### config.mk
export PLATFORM = sky130hd
export DESIGN_NAME = histogram_bin_merger_flat
export DESIGN_NICKNAME = d
export VERILOG_FILES = /design/src/sv/hbm_pkg.sv /design/src/sv/hbm_if.sv /design/src/sv/histogram_bin_merger.sv /design/src/sv/hbm_csr.sv /design/src/sv/hbm_alu.sv /design/src/flat_wrapper.sv
export SDC_FILE = /design/constraint.sdc
export NUM_CORES = 2
export LEC_CHECK = 0
export ABC_AREA = 1
export BUFFER_PORTS_ARGS = -buffer_cell sky130_fd_sc_hd__buf_4
export CORE_MARGIN = 1.5
export CORE_UTILIZATION = 30
export DETAILED_ROUTE_END_ITERATION = 8
export SYNTH_ARGS = -nofsm -noshare
export SYNTH_HDL_FRONTEND = slang
export SYNTH_SLANG_ARGS = --single-unit
### constraint.sdc
create_clock -name clock -period 13.01 [get_ports clock]
set_input_delay 0.6505 -clock clock [delete_from_list [all_inputs] [get_ports clock]]
set_output_delay 0.6505 -clock clock [all_outputs]
set_load 0.01 [all_outputs]
### src/sv/hbm_pkg.sv
`default_nettype none
// ----------------------------------------------------------------------------
// hbm_pkg
// Shared widths, register indexes and types for the histogram bin merger.
// ----------------------------------------------------------------------------
package hbm_pkg;

   // field widths
   localparam int DIST_W  = 32;
   localparam int BCNT_W  = 32;
   localparam int ABS_W   = 16;
   localparam int RECIP_W = 8;
   localparam int GCNT_W  = 40;
   localparam int GIDX_W  = 16;
   localparam int TOTAL_W = 48;
   localparam int WSUM_W  = 64;

   // register port
   localparam int PADDR_W = 3;
   localparam int PDATA_W = 32;
   localparam logic [RECIP_W-1:0] RECIP_RESET = 8'd50;
   localparam logic REG_ABS_LIMIT = 1'b0;
   localparam logic REG_REL_RECIP = 1'b1;

   // shared arithmetic unit
   localparam int ALU_A_W   = 64;
   localparam int ALU_B_W   = 40;
   localparam int ALU_W_W   = ALU_A_W + ALU_B_W;
   localparam int ALU_CNT_W = 7;
   localparam logic [ALU_CNT_W-1:0] MUL_STEPS = 7'd40;
   localparam logic [ALU_CNT_W-1:0] DIV_STEPS = 7'd64;
   localparam logic OP_MUL = 1'b0;
   localparam logic OP_DIV = 1'b1;

   typedef struct packed {
      logic               start;
      logic               op;
      logic [ALU_A_W-1:0] a;   // multiplier (low 40 bits) or dividend
      logic [ALU_B_W-1:0] b;   // multiplicand or divisor
   } alu_cmd_type;

   typedef struct packed {
      logic busy;
      logic done;
   } alu_stat_type;

   typedef struct packed {
      logic [ABS_W-1:0]   abs_limit;
      logic [RECIP_W-1:0] rel_limit_recip;
   } csr_cfg_type;

endpackage : hbm_pkg
`default_nettype wire

### src/sv/hbm_if.sv
`default_nettype none
// ----------------------------------------------------------------------------
// hbm_if
// Valid/ready channels for bins in and merged groups out.
// ----------------------------------------------------------------------------
interface hbm_req_if import hbm_pkg::*; ();
   logic              valid;
   logic              ready;
   logic [DIST_W-1:0] distance;
   logic [BCNT_W-1:0] bin_count;
   logic              last_bin;

   modport source (output valid, distance, bin_count, last_bin, input ready);
   modport sink   (input valid, distance, bin_count, last_bin, output ready);
endinterface : hbm_req_if

interface hbm_rsp_if import hbm_pkg::*; ();
   logic               valid;
   logic               ready;
   logic [DIST_W-1:0]  mean_distance;
   logic [GCNT_W-1:0]  group_count;
   logic [GIDX_W-1:0]  group_index;
   logic [TOTAL_W-1:0] running_total;
   logic               run_last;

   modport source (output valid, mean_distance, group_count, group_index,
                   running_total, run_last, input ready);
   modport sink   (input valid, mean_distance, group_count, group_index,
                   running_total, run_last, output ready);
endinterface : hbm_rsp_if
`default_nettype wire

### src/sv/histogram_bin_merger.sv
`default_nettype none
// ----------------------------------------------------------------------------
// histogram_bin_merger
// Merges neighbouring histogram bins into groups and emits one beat per
// closed group: rounded mean distance, count, index and running total.
// ----------------------------------------------------------------------------
//  channel  dir  handshake         payload
//  req      in   valid/ready       distance, bin_count, last_bin
//  rsp      out  valid/ready       mean_distance, group_count, group_index,
//                                  running_total, run_last
//  csr      in   APB, pready tied  abs_limit @0x0, rel_limit_recip @0x4
//
//  A bin is quickest as a zero-count bin with nothing open and slowest when it
//  closes a group, opens a new one and flushes; without output stalls this is set
//  by the shared bit-serial unit: a multiply (relative test, bin weight) runs
//  40 steps and a divide (group mean) 64.
//  A merging bin runs the relative-test multiply only if the absolute test fails.
//  req.ready is high only between bins. The rsp register holds one beat; the
//  sequencer stalls only when a second beat is due before the first is taken.
//  Synchronous active-high reset; no clearing pass.
// ----------------------------------------------------------------------------
module histogram_bin_merger import hbm_pkg::*; (
   input  logic               clock,
   input  logic               reset,
   hbm_req_if.sink            req,
   hbm_rsp_if.source          rsp,
   input  logic               csr_psel,
   input  logic               csr_penable,
   input  logic               csr_pwrite,
   input  logic [PADDR_W-1:0] csr_paddr,
   input  logic [PDATA_W-1:0] csr_pwdata,
   output logic [PDATA_W-1:0] csr_prdata,
   output logic               csr_pready
);

   localparam logic [3:0] S_IDLE  = 4'd0;
   localparam logic [3:0] S_TEST  = 4'd1;
   localparam logic [3:0] S_MULW  = 4'd2;
   localparam logic [3:0] S_JOIN  = 4'd3;
   localparam logic [3:0] S_PRODW = 4'd4;
   localparam logic [3:0] S_CLOSE = 4'd5;
   localparam logic [3:0] S_DIVW  = 4'd6;
   localparam logic [3:0] S_EMIT  = 4'd7;
   localparam logic [3:0] S_START = 4'd8;
   localparam logic [3:0] S_FIN   = 4'd9;
   localparam logic [3:0] S_END   = 4'd10;

   csr_cfg_type        cfg;
   alu_cmd_type        alu_cmd;
   alu_stat_type       alu_stat;
   logic [ALU_W_W-1:0] alu_res;

   logic [3:0]         state_ff,  state_in;
   logic [DIST_W-1:0]  d_ff,      d_in;
   logic [BCNT_W-1:0]  c_ff,      c_in;
   logic               last_ff,   last_in;
   logic [DIST_W-1:0]  diff_ff,   diff_in;
   logic               flush_ff,  flush_in;
   logic [DIST_W-1:0]  first_ff,  first_in;
   logic [WSUM_W-1:0]  ws_ff,     ws_in;
   logic [GCNT_W-1:0]  oc_ff,     oc_in;
   logic [GIDX_W-1:0]  ge_ff,     ge_in;
   logic [TOTAL_W-1:0] gt_ff,     gt_in;
   logic               open_ff,   open_in;
   logic [DIST_W-1:0]  mean_ff,   mean_in;

   logic               rsp_valid_ff, rsp_valid_in;
   logic [DIST_W-1:0]  rsp_mean_ff,  rsp_mean_in;
   logic [GCNT_W-1:0]  rsp_count_ff, rsp_count_in;
   logic [GIDX_W-1:0]  rsp_index_ff, rsp_index_in;
   logic [TOTAL_W-1:0] rsp_total_ff, rsp_total_in;
   logic               rsp_last_ff,  rsp_last_in;

   logic               accept;
   logic               slot_free;
   logic [ALU_B_W-1:0] rel_a;
   logic [WSUM_W:0]    ws_sum;
   logic [GCNT_W:0]    oc_sum;
   logic [TOTAL_W:0]   gt_sum;
   logic [TOTAL_W-1:0] gt_new;
   logic [GCNT_W-1:0]  div_rem;
   logic               round_up;
   logic [WSUM_W:0]    q_rnd;

   hbm_csr u_csr (
      .clock   (clock),
      .reset   (reset),
      .psel    (csr_psel),
      .penable (csr_penable),
      .pwrite  (csr_pwrite),
      .paddr   (csr_paddr),
      .pwdata  (csr_pwdata),
      .prdata  (csr_prdata),
      .cfg     (cfg)
   );

   hbm_alu u_alu (
      .clock (clock),
      .reset (reset),
      .cmd   (alu_cmd),
      .stat  (alu_stat),
      .res   (alu_res)
   );

   assign csr_pready = 1'b1;
   assign req.ready  = (state_ff == S_IDLE);
   assign accept     = req.valid & req.ready;
   assign slot_free  = ~rsp_valid_ff | rsp.ready;

   // datapath helpers
   always_comb begin
      rel_a    = {{(ALU_B_W-RECIP_W){1'b0}}, cfg.rel_limit_recip}
                 * {{(ALU_B_W-DIST_W){1'b0}}, diff_ff};
      ws_sum   = {1'b0, ws_ff} + {1'b0, alu_res[WSUM_W-1:0]};
      oc_sum   = {1'b0, oc_ff} + {{(GCNT_W-BCNT_W+1){1'b0}}, c_ff};
      gt_sum   = {1'b0, gt_ff} + {{(TOTAL_W-GCNT_W+1){1'b0}}, oc_ff};
      gt_new   = gt_sum[TOTAL_W] ? '1 : gt_sum[TOTAL_W-1:0];
      div_rem  = alu_res[ALU_W_W-1:ALU_A_W];
      round_up = {div_rem, 1'b0} >= {1'b0, oc_ff};
      q_rnd    = {1'b0, alu_res[WSUM_W-1:0]} + {{WSUM_W{1'b0}}, round_up};
   end

   // sequencer
   always_comb begin
      state_in     = state_ff;
      d_in         = d_ff;
      c_in         = c_ff;
      last_in      = last_ff;
      diff_in      = diff_ff;
      flush_in     = flush_ff;
      first_in     = first_ff;
      ws_in        = ws_ff;
      oc_in        = oc_ff;
      ge_in        = ge_ff;
      gt_in        = gt_ff;
      open_in      = open_ff;
      mean_in      = mean_ff;
      rsp_valid_in = rsp_valid_ff & ~rsp.ready;
      rsp_mean_in  = rsp_mean_ff;
      rsp_count_in = rsp_count_ff;
      rsp_index_in = rsp_index_ff;
      rsp_total_in = rsp_total_ff;
      rsp_last_in  = rsp_last_ff;
      alu_cmd      = '0;

      case (state_ff)
         S_IDLE: begin
            if (accept) begin
               d_in     = req.distance;
               c_in     = req.bin_count;
               last_in  = req.last_bin;
               diff_in  = (req.distance > first_ff) ? req.distance - first_ff : '0;
               state_in = S_TEST;
            end
         end
         // absolute test, then relative test as recip*diff*count <= sum
         S_TEST: begin
            flush_in = 1'b0;
            if (!open_ff) begin
               state_in = S_START;
            end else if (diff_ff <= {{(DIST_W-ABS_W){1'b0}}, cfg.abs_limit}) begin
               state_in = S_JOIN;
            end else if (ws_ff == '0) begin
               state_in = S_CLOSE;
            end else if (cfg.rel_limit_recip == '0) begin
               state_in = S_JOIN;
            end else begin
               alu_cmd.start = 1'b1;
               alu_cmd.op    = OP_MUL;
               alu_cmd.a     = {{(ALU_A_W-GCNT_W){1'b0}}, oc_ff};
               alu_cmd.b     = rel_a;
               state_in      = S_MULW;
            end
         end
         S_MULW: begin
            if (alu_stat.done) begin
               if (alu_res[2*ALU_B_W-1:0] <= {{(2*ALU_B_W-WSUM_W){1'b0}}, ws_ff})
                  state_in = S_JOIN;
               else
                  state_in = S_CLOSE;
            end
         end
         // bin weight distance*count
         S_JOIN: begin
            alu_cmd.start = 1'b1;
            alu_cmd.op    = OP_MUL;
            alu_cmd.a     = {{(ALU_A_W-DIST_W){1'b0}}, d_ff};
            alu_cmd.b     = {{(ALU_B_W-BCNT_W){1'b0}}, c_ff};
            state_in      = S_PRODW;
         end
         S_PRODW: begin
            if (alu_stat.done) begin
               ws_in    = ws_sum[WSUM_W] ? '1 : ws_sum[WSUM_W-1:0];
               oc_in    = oc_sum[GCNT_W] ? '1 : oc_sum[GCNT_W-1:0];
               state_in = S_FIN;
            end
         end
         // group mean
         S_CLOSE: begin
            alu_cmd.start = 1'b1;
            alu_cmd.op    = OP_DIV;
            alu_cmd.a     = ws_ff;
            alu_cmd.b     = oc_ff;
            state_in      = S_DIVW;
         end
         S_DIVW: begin
            if (alu_stat.done) begin
               mean_in  = (q_rnd[WSUM_W:DIST_W] != '0) ? '1 : q_rnd[DIST_W-1:0];
               state_in = S_EMIT;
            end
         end
         S_EMIT: begin
            if (slot_free) begin
               rsp_valid_in = 1'b1;
               rsp_mean_in  = mean_ff;
               rsp_count_in = oc_ff;
               rsp_index_in = ge_ff;
               rsp_total_in = gt_new;
               rsp_last_in  = flush_ff | (last_ff & (c_ff == '0));
               gt_in        = gt_new;
               ge_in        = ge_ff + 1'b1;
               open_in      = 1'b0;
               ws_in        = '0;
               oc_in        = '0;
               first_in     = '0;
               state_in     = flush_ff ? S_END : S_START;
            end
         end
         // zero-count bin never opens a group
         S_START: begin
            if (c_ff != '0) begin
               open_in  = 1'b1;
               first_in = d_ff;
               state_in = S_JOIN;
            end else begin
               state_in = S_FIN;
            end
         end
         S_FIN: begin
            if (!last_ff) begin
               state_in = S_IDLE;
            end else if (open_ff) begin
               flush_in = 1'b1;
               state_in = S_CLOSE;
            end else begin
               state_in = S_END;
            end
         end
         // end of histogram
         S_END: begin
            ge_in    = '0;
            gt_in    = '0;
            open_in  = 1'b0;
            ws_in    = '0;
            oc_in    = '0;
            first_in = '0;
            state_in = S_IDLE;
         end
         default: begin
            state_in = S_IDLE;
         end
      endcase
   end

   always_ff @(posedge clock) begin
      if (reset) begin
         state_ff     <= S_IDLE;
         first_ff     <= '0;
         ws_ff        <= '0;
         oc_ff        <= '0;
         ge_ff        <= '0;
         gt_ff        <= '0;
         open_ff      <= 1'b0;
         flush_ff     <= 1'b0;
         rsp_valid_ff <= 1'b0;
      end else begin
         state_ff     <= state_in;
         first_ff     <= first_in;
         ws_ff        <= ws_in;
         oc_ff        <= oc_in;
         ge_ff        <= ge_in;
         gt_ff        <= gt_in;
         open_ff      <= open_in;
         flush_ff     <= flush_in;
         rsp_valid_ff <= rsp_valid_in;
      end
      d_ff         <= d_in;
      c_ff         <= c_in;
      last_ff      <= last_in;
      diff_ff      <= diff_in;
      mean_ff      <= mean_in;
      rsp_mean_ff  <= rsp_mean_in;
      rsp_count_ff <= rsp_count_in;
      rsp_index_ff <= rsp_index_in;
      rsp_total_ff <= rsp_total_in;
      rsp_last_ff  <= rsp_last_in;
   end

   assign rsp.valid         = rsp_valid_ff;
   assign rsp.mean_distance = rsp_mean_ff;
   assign rsp.group_count   = rsp_count_ff;
   assign rsp.group_index   = rsp_index_ff;
   assign rsp.running_total = rsp_total_ff;
   assign rsp.run_last      = rsp_last_ff;

`ifndef ASSERT_OFF
   // between bins an open group always holds a nonzero count
   a_open_count: assert property (@(posedge clock) disable iff (reset)
      (open_ff && state_ff == S_IDLE) |-> (oc_ff != '0))
      else $error("open group with zero count");

   // no group open means empty accumulators
   a_closed_empty: assert property (@(posedge clock) disable iff (reset)
      !open_ff |-> (ws_ff == '0 && oc_ff == '0))
      else $error("accumulators not cleared");

   // the shared unit only runs while the sequencer waits on it
   a_alu_wait: assert property (@(posedge clock) disable iff (reset)
      alu_stat.busy |-> (state_ff == S_MULW || state_ff == S_PRODW
                         || state_ff == S_DIVW))
      else $error("arithmetic unit busy outside a wait state");

   // a pending beat blocks the next emit
   a_emit_hold: assert property (@(posedge clock) disable iff (reset)
      (state_ff == S_EMIT && rsp_valid_ff && !rsp.ready) |=> state_ff == S_EMIT)
      else $error("beat overwritten before it was taken");
`endif

endmodule : histogram_bin_merger
`default_nettype wire

### src/sv/hbm_csr.sv
`default_nettype none
// ----------------------------------------------------------------------------
// hbm_csr
// APB register file: absolute merge limit and relative tolerance reciprocal.
// ----------------------------------------------------------------------------
module hbm_csr import hbm_pkg::*; (
   input  logic               clock,
   input  logic               reset,
   input  logic               psel,
   input  logic               penable,
   input  logic               pwrite,
   input  logic [PADDR_W-1:0] paddr,
   input  logic [PDATA_W-1:0] pwdata,
   output logic [PDATA_W-1:0] prdata,
   output csr_cfg_type        cfg
);

   logic [ABS_W-1:0]   abs_ff;
   logic [ABS_W-1:0]   abs_in;
   logic [RECIP_W-1:0] recip_ff;
   logic [RECIP_W-1:0] recip_in;
   logic               wr_en;

   assign wr_en = psel & penable & pwrite;

   // write decode on the word index
   always_comb begin
      abs_in   = abs_ff;
      recip_in = recip_ff;
      if (wr_en) begin
         case (paddr[2])
            REG_ABS_LIMIT: abs_in   = pwdata[ABS_W-1:0];
            REG_REL_RECIP: recip_in = pwdata[RECIP_W-1:0];
            default:       abs_in   = abs_ff;
         endcase
      end
   end

   always_ff @(posedge clock) begin
      if (reset) begin
         abs_ff   <= '0;
         recip_ff <= RECIP_RESET;
      end else begin
         abs_ff   <= abs_in;
         recip_ff <= recip_in;
      end
   end

   // read-back
   always_comb begin
      case (paddr[2])
         REG_ABS_LIMIT: prdata = {{(PDATA_W-ABS_W){1'b0}}, abs_ff};
         REG_REL_RECIP: prdata = {{(PDATA_W-RECIP_W){1'b0}}, recip_ff};
         default:       prdata = '0;
      endcase
   end

   assign cfg.abs_limit       = abs_ff;
   assign cfg.rel_limit_recip = recip_ff;

endmodule : hbm_csr
`default_nettype wire

### src/sv/hbm_alu.sv
`default_nettype none
// ----------------------------------------------------------------------------
// hbm_alu
// Shared bit-serial unit: shift-add multiply (40 steps) or restoring divide
// (64 steps), both on one 41 bit adder/subtractor.
// ----------------------------------------------------------------------------
module hbm_alu import hbm_pkg::*; (
   input  logic               clock,
   input  logic               reset,
   input  alu_cmd_type        cmd,
   output alu_stat_type       stat,
   output logic [ALU_W_W-1:0] res
);

   // work register: multiply uses [79:0] as {partial, multiplier},
   // divide uses {remainder[103:64], quotient/dividend[63:0]}
   logic [ALU_W_W-1:0]   w_ff;
   logic [ALU_W_W-1:0]   w_in;
   logic [ALU_B_W-1:0]   b_ff;
   logic [ALU_B_W-1:0]   b_in;
   logic                 op_ff;
   logic                 op_in;
   logic [ALU_CNT_W-1:0] cnt_ff;
   logic [ALU_CNT_W-1:0] cnt_in;
   logic                 busy_ff;
   logic                 busy_in;
   logic                 done_ff;
   logic                 done_in;

   logic [ALU_B_W:0]     opa;
   logic [ALU_B_W:0]     opb;
   logic                 sub;
   logic [ALU_B_W+1:0]   sum;
   logic                 ge;
   logic [ALU_B_W-1:0]   rem_n;

   // the shared adder
   always_comb begin
      if (op_ff == OP_DIV) begin
         opa = w_ff[ALU_W_W-1:ALU_A_W-1];
         opb = {1'b0, b_ff};
         sub = 1'b1;
      end else begin
         opa = {1'b0, w_ff[2*ALU_B_W-1:ALU_B_W]};
         opb = w_ff[0] ? {1'b0, b_ff} : '0;
         sub = 1'b0;
      end
      sum = {1'b0, opa} + {1'b0, opb ^ {(ALU_B_W+1){sub}}}
            + {{(ALU_B_W+1){1'b0}}, sub};
      ge    = sum[ALU_B_W+1];
      rem_n = ge ? sum[ALU_B_W-1:0] : w_ff[ALU_W_W-2:ALU_A_W-1];
   end

   // sequencing of steps
   always_comb begin
      w_in    = w_ff;
      b_in    = b_ff;
      op_in   = op_ff;
      cnt_in  = cnt_ff;
      busy_in = busy_ff;
      done_in = 1'b0;
      if (cmd.start) begin
         op_in   = cmd.op;
         b_in    = cmd.b;
         busy_in = 1'b1;
         if (cmd.op == OP_DIV) begin
            w_in   = {{ALU_B_W{1'b0}}, cmd.a};
            cnt_in = DIV_STEPS;
         end else begin
            w_in   = {{ALU_A_W{1'b0}}, cmd.a[ALU_B_W-1:0]};
            cnt_in = MUL_STEPS;
         end
      end else if (busy_ff) begin
         if (op_ff == OP_DIV) begin
            w_in = {rem_n, w_ff[ALU_A_W-2:0], ge};
         end else begin
            w_in = {{(ALU_W_W-2*ALU_B_W){1'b0}}, sum[ALU_B_W:0],
                    w_ff[ALU_B_W-1:1]};
         end
         cnt_in = cnt_ff - 1'b1;
         if (cnt_ff == {{(ALU_CNT_W-1){1'b0}}, 1'b1}) begin
            busy_in = 1'b0;
            done_in = 1'b1;
         end
      end
   end

   always_ff @(posedge clock) begin
      if (reset) begin
         busy_ff <= 1'b0;
         done_ff <= 1'b0;
         cnt_ff  <= '0;
      end else begin
         busy_ff <= busy_in;
         done_ff <= done_in;
         cnt_ff  <= cnt_in;
      end
      w_ff  <= w_in;
      b_ff  <= b_in;
      op_ff <= op_in;
   end

   assign stat.busy = busy_ff;
   assign stat.done = done_ff;
   assign res       = w_ff;

endmodule : hbm_alu
`default_nettype wire

### src/flat_wrapper.sv
// flat-port wrapper written by rule: the top's interface ports become plain ports
module histogram_bin_merger_flat import hbm_pkg::*;
  (clock, reset, csr_psel, csr_penable, csr_pwrite, csr_paddr, csr_pwdata, csr_prdata, csr_pready, req_valid, req_distance, req_bin_count, req_last_bin, req_ready, rsp_valid, rsp_mean_distance, rsp_group_count, rsp_group_index, rsp_running_total, rsp_run_last, rsp_ready);
  hbm_req_if req_i ();
  hbm_rsp_if rsp_i ();
  input  logic clock;
  input  logic reset;
  input  logic csr_psel;
  input  logic csr_penable;
  input  logic csr_pwrite;
  input  logic [PADDR_W-1:0] csr_paddr;
  input  logic [PDATA_W-1:0] csr_pwdata;
  output logic [PDATA_W-1:0] csr_prdata;
  output logic csr_pready;
  input wire logic [$bits(req_i.valid)-1:0] req_valid;
  input wire logic [$bits(req_i.distance)-1:0] req_distance;
  input wire logic [$bits(req_i.bin_count)-1:0] req_bin_count;
  input wire logic [$bits(req_i.last_bin)-1:0] req_last_bin;
  output wire logic [$bits(req_i.ready)-1:0] req_ready;
  output wire logic [$bits(rsp_i.valid)-1:0] rsp_valid;
  output wire logic [$bits(rsp_i.mean_distance)-1:0] rsp_mean_distance;
  output wire logic [$bits(rsp_i.group_count)-1:0] rsp_group_count;
  output wire logic [$bits(rsp_i.group_index)-1:0] rsp_group_index;
  output wire logic [$bits(rsp_i.running_total)-1:0] rsp_running_total;
  output wire logic [$bits(rsp_i.run_last)-1:0] rsp_run_last;
  input wire logic [$bits(rsp_i.ready)-1:0] rsp_ready;
  assign req_i.valid = req_valid;
  assign req_i.distance = req_distance;
  assign req_i.bin_count = req_bin_count;
  assign req_i.last_bin = req_last_bin;
  assign req_ready = req_i.ready;
  assign rsp_valid = rsp_i.valid;
  assign rsp_mean_distance = rsp_i.mean_distance;
  assign rsp_group_count = rsp_i.group_count;
  assign rsp_group_index = rsp_i.group_index;
  assign rsp_running_total = rsp_i.running_total;
  assign rsp_run_last = rsp_i.run_last;
  assign rsp_i.ready = rsp_ready;
  histogram_bin_merger u_core (.clock(clock), .reset(reset), .req(req_i), .rsp(rsp_i), .csr_psel(csr_psel), .csr_penable(csr_penable), .csr_pwrite(csr_pwrite), .csr_paddr(csr_paddr), .csr_pwdata(csr_pwdata), .csr_prdata(csr_prdata), .csr_pready(csr_pready));
endmodule
==> flow_metrics.tcl <==
set metrics [dict create \
    run_status "finished with violations" \
    violations "design-rule violations" \
    grt_overflow_total 0 \
    drt-initial-drc-count 5999 \
    wl_per_cell_um 22.9 \
    timing.critical_path.to_type "flop" \
    synth-edff-count 411 \
    cts-buffers-inserted 84 \
    leakagePower_nw 29.0 \
    achievable-frequency_mhz 160 \
    fp.dieH_um 439 \
    ir_drop_mv 0.226 \
    hold_path.startpoint "req_bin_count[12]" \
    worst-slew-pin-transition_ns 1.31 \
    drt_first_pass_iters 9 \
    switching_power_share_of_the_total_pct 50.6 \
    site_row_count 159 \
    synth.cell_area_um2 56900 \
    slew_headroom_pct 11.5 \
    antenna_found_initial 7 \
    worst_setup_hold_path_clk_slew_ns 0.07 \
    worst_ep_arrival_time_ns 6.69 \
    placeableCoreArea_um2 188000 \
    rsz0062_at_grt "no" \
    area_of_all_sequential_standard_cells_um2 17100 \
    synth.yosys.warnings 0 \
    synth_largest_area_cell "sky130_fd_sc_hd__edfxtp_1" \
    cts_root_buf "sky130_fd_sc_hd__clkbuf_16" \
    area_growth_pct 12.7 \
    report.final.hold_viol_count 0 \
    hold_path_class "input pin to flop" \
    ctsHoldBuffers 0 \
    grt_pass1_wl_um 361000 \
    setup_viol_count_final 0 \
    final.hold.worst_slack_ns 0.0663 \
    ys_async_sr_fraction_pct 0 \
    final_antenna_net_count 0 \
    detail_route.drc_violations 3 \
    synth-seq-area-share_pct 30.1 \
    flop_and_latch_count_out_of_synthesis 651 \
    clock_share_of_power_pct 20.8 \
    power_report.internal_total_mw 5.82 \
    floorplan.die.width_um 439 \
    cp_data_required_time_ns 13.44 \
    detailed_route_wl_um 253000 \
    post_synth_main_area_contributors "sky130_fd_sc_hd__edfxtp_1 22%, sky130_fd_sc_hd__nand2_1 15%, sky130_fd_sc_hd__inv_1 9.7%" \
    worstSetupPathType "flop to flop" \
    totalNegativeSetupSlack_ns 0 \
    tritoncts_num_sinks 651 \
    post_cts_sizing 0 \
    max_cap_violations 0 \
    gp_congestion 1.03 \
    crit_path_max_fanout 32 \
    netlist_instances 8322 \
    layout.nets 9148 \
    final_min_period_over_clock_period_pct 48.1 \
    globalRouteTotalUtil_pct 25.4 \
    r2r-end "u_core.mean_ff[8]" \
    fillers 20500 \
    hold_depth 1 \
    clk_path_buf_depth 3 \
    reg2reg_from "u_core.oc_ff[39]" \
    fin_worst_skew_ns 0.0593 \
    p_sw_mw 5.95 \
    synth.lib_cells_used.distinct 57 \
    cts-htree-levels 3 \
    numPortBuffers 243 \
    synthesis.area_per_instance_um2 6.84 \
    initial_utilization_pct 30.2 \
    postCtsSetupRepairBufs 0 \
    routed-via-count 57000 \
    die_outline_area_um2 192000 \
    combinationalPowerShare_pct 53.9 \
    synthDominantCellAreaShare_pct 21.7 \
    detailedPlacementHpwl_um 205000 \
    worst_setup_path_endpoint "u_core.mean_ff[8]" \
    critPathLaunch "u_core.oc_ff[39]" \
    cts_tree "built" \
    grt_max_degree 110 \
    ff2ff_setup_slack_ns 6.75 \
    post_dr_vias_cell 5.17 \
    synth-main-ff-cell "sky130_fd_sc_hd__edfxtp_1" \
    first_global_vias 53600 \
    power.density_cell_area_nw_per_um2 183 \
    final_period_minus_worst_setup_slack_ns 6.26 \
    layout-drive-gt1-share_pct 5.74 \
    cp-start-kind "flop" \
    timing_max_transition_violations_final 0 \
    r2r.worst_path.cells 20 \
    power.share.sequential_pct 25.3 \
    io_pins 279 \
    multi_input_area_um2 33300 \
    worst_skew_pair.late_latency_ns 0.76 \
]
-- area by class of cell --
class	instances	area share, %
diodes	5	0.0195
clock buffers	97	3.46
clock inverters	60	0.926
inverters	1478	8.66
multi-input cells	5953	51.9
flip-flops and latches	651	26.7
well taps	2495	4.86
repair buffers	297	3.48
-- critical path, stage by stage, from the launching register on --
cell                      delay (ns)
sky130_fd_sc_hd__dfxtp_1        0.66
sky130_fd_sc_hd__inv_1          0.37
sky130_fd_sc_hd__ha_1           0.41
sky130_fd_sc_hd__nand4_1        0.12
sky130_fd_sc_hd__nor2_1         0.20
sky130_fd_sc_hd__nor4b_1        0.53
sky130_fd_sc_hd__nand4_1        0.16
sky130_fd_sc_hd__nand3_1        0.13
sky130_fd_sc_hd__ha_1           0.39
sky130_fd_sc_hd__ha_1           0.47
sky130_fd_sc_hd__nand2_1        0.32
sky130_fd_sc_hd__nor2_2         0.39
sky130_fd_sc_hd__nand2_1        0.28
sky130_fd_sc_hd__o21ai_0        0.23
sky130_fd_sc_hd__nand2_1        0.06
sky130_fd_sc_hd__nor2_1         0.09
sky130_fd_sc_hd__nand2_1        0.05
sky130_fd_sc_hd__nor2_1         0.13
sky130_fd_sc_hd__nand2_1        0.10
sky130_fd_sc_hd__nor2_4         0.63
sky130_fd_sc_hd__nand3_1        0.19
-- per-layer routing --
metal	wire (um)	track usage (%)	up-vias	part of all wire [%]
li1	-	-	27000	-
met1	107000	33.6	27100	42
met2	110000	39.6	2455	44
met3	21600	5.15	433	8.5
met4	13700	12.1	4	5.4
met5	23	0	-	0.0091
-- cells in the mapped netlist, types with 10 or more instances --
library cell,number
sky130_fd_sc_hd__clkbuf_2,10
sky130_fd_sc_hd__clkbuf_1,172
sky130_fd_sc_hd__nor4_1,31
sky130_fd_sc_hd__edfxtp_1,411
sky130_fd_sc_hd__buf_1,19
sky130_fd_sc_hd__o221ai_1,42
sky130_fd_sc_hd__o211ai_1,38
sky130_fd_sc_hd__fa_1,185
sky130_fd_sc_hd__ha_1,391
sky130_fd_sc_hd__inv_1,1468
sky130_fd_sc_hd__o21ai_1,11
sky130_fd_sc_hd__nor3_1,115
sky130_fd_sc_hd__a21oi_1,685
sky130_fd_sc_hd__nand2_1,2322
sky130_fd_sc_hd__nand3b_1,11
sky130_fd_sc_hd__a21boi_0,14
sky130_fd_sc_hd__a21o_1,36
sky130_fd_sc_hd__nand4_1,134
sky130_fd_sc_hd__buf_4,17
sky130_fd_sc_hd__buf_2,34
sky130_fd_sc_hd__xnor2_1,62
sky130_fd_sc_hd__o21ai_0,434
sky130_fd_sc_hd__o22ai_1,20
sky130_fd_sc_hd__nand3_1,373
sky130_fd_sc_hd__o21a_1,10
sky130_fd_sc_hd__o21bai_1,41
sky130_fd_sc_hd__dfxtp_1,240
sky130_fd_sc_hd__a31oi_1,12
sky130_fd_sc_hd__xor2_1,108
sky130_fd_sc_hd__nor2_1,795
-- cell usage in the layout (no fill, tap or decap), types with 62 or more instances in the layout --
cell / instances
sky130_fd_sc_hd__edfxtp_1: 411
sky130_fd_sc_hd__nand3_1: 371
sky130_fd_sc_hd__fa_1: 185
sky130_fd_sc_hd__xnor2_1: 62
sky130_fd_sc_hd__nor2_1: 788
sky130_fd_sc_hd__dfxtp_1: 240
sky130_fd_sc_hd__a21oi_1: 684
sky130_fd_sc_hd__nor3_1: 114
sky130_fd_sc_hd__nand2_1: 2320
sky130_fd_sc_hd__ha_1: 391
sky130_fd_sc_hd__o21ai_0: 434
sky130_fd_sc_hd__clkbuf_16: 86
sky130_fd_sc_hd__inv_1: 1468
sky130_fd_sc_hd__buf_4: 296
sky130_fd_sc_hd__nand4_1: 134
sky130_fd_sc_hd__xor2_1: 108
-- power by group through the flow --
stage                     Sequential [mW]  Clock [mW]  Combinational [mW]
after floorplan                      2.66           0                4.24
after global placement               2.99           0                6.17
after detailed placement             3.00           0                6.19
after CTS                            2.95        2.49                6.23
after global routing                 2.97        2.56                7.01
final                                2.98        2.44                6.35
-- cell families after synthesis --
kind of cell	count (synthesis)	share of synthesized area, %
other cells	2	0.0132
fa+ha+maj	576	15.1
xor+xnor	170	2.62
buf+inv	1733	11.7
compound gates	1366	13.1
flops	651	30.1
simple gates	3824	27.4
-- metrics by stage --
step | instance area (um2) | std cells | setup WS [ns] | util (%) | total power [mW]
6_report | 64200 | 11000 | 6.75 | 34.1 | 11.8
5_1_grt | 64200 | 11000 | 6.49 | 34.1 | 12.5
4_1_cts | 64200 | 11000 | 6.84 | 34.1 | 11.7
3_5_place_dp | 61400 | 10900 | 6.86 | 32.6 | 9.19
3_3_place_gp | 61400 | 10900 | 7.03 | 32.6 | 9.16
2_1_floorplan | 57000 | 8337 | 5.09 | - | 6.90
-- how the worst min path moves through the flow --
stage	to
after floorplan	u_core.rsp.mean_distance[0]
after global placement	u_core.rsp.mean_distance[3]
after detailed placement	u_core.rsp.mean_distance[22]
after CTS	u_core.c_ff[12]
after global routing	u_core.c_ff[12]
final	u_core.c_ff[12]
-- state kept, by name (all words and copies together), names as in the netlist, 4 cells and up --
name,count
u_core.ws_ff,64
u_core.u_alu.cnt_ff,7
u_core.u_alu.res,104
u_core.rsp.group_index,16
u_core.first_ff,32
u_core.u_alu.b_ff,40
u_core.c_ff,32
u_core.state_ff,4
u_core.mean_ff,32
u_core.u_csr.abs_ff,16
u_core.ge_ff,16
u_core.rsp.mean_distance,32
u_core.gt_ff,48
u_core.u_csr.recip_ff,8
u_core.rsp.group_count,40
u_core.rsp.running_total,48
u_core.d_ff,32
u_core.diff_ff,32
u_core.oc_ff,40
(Power assumes the default switching activity.)
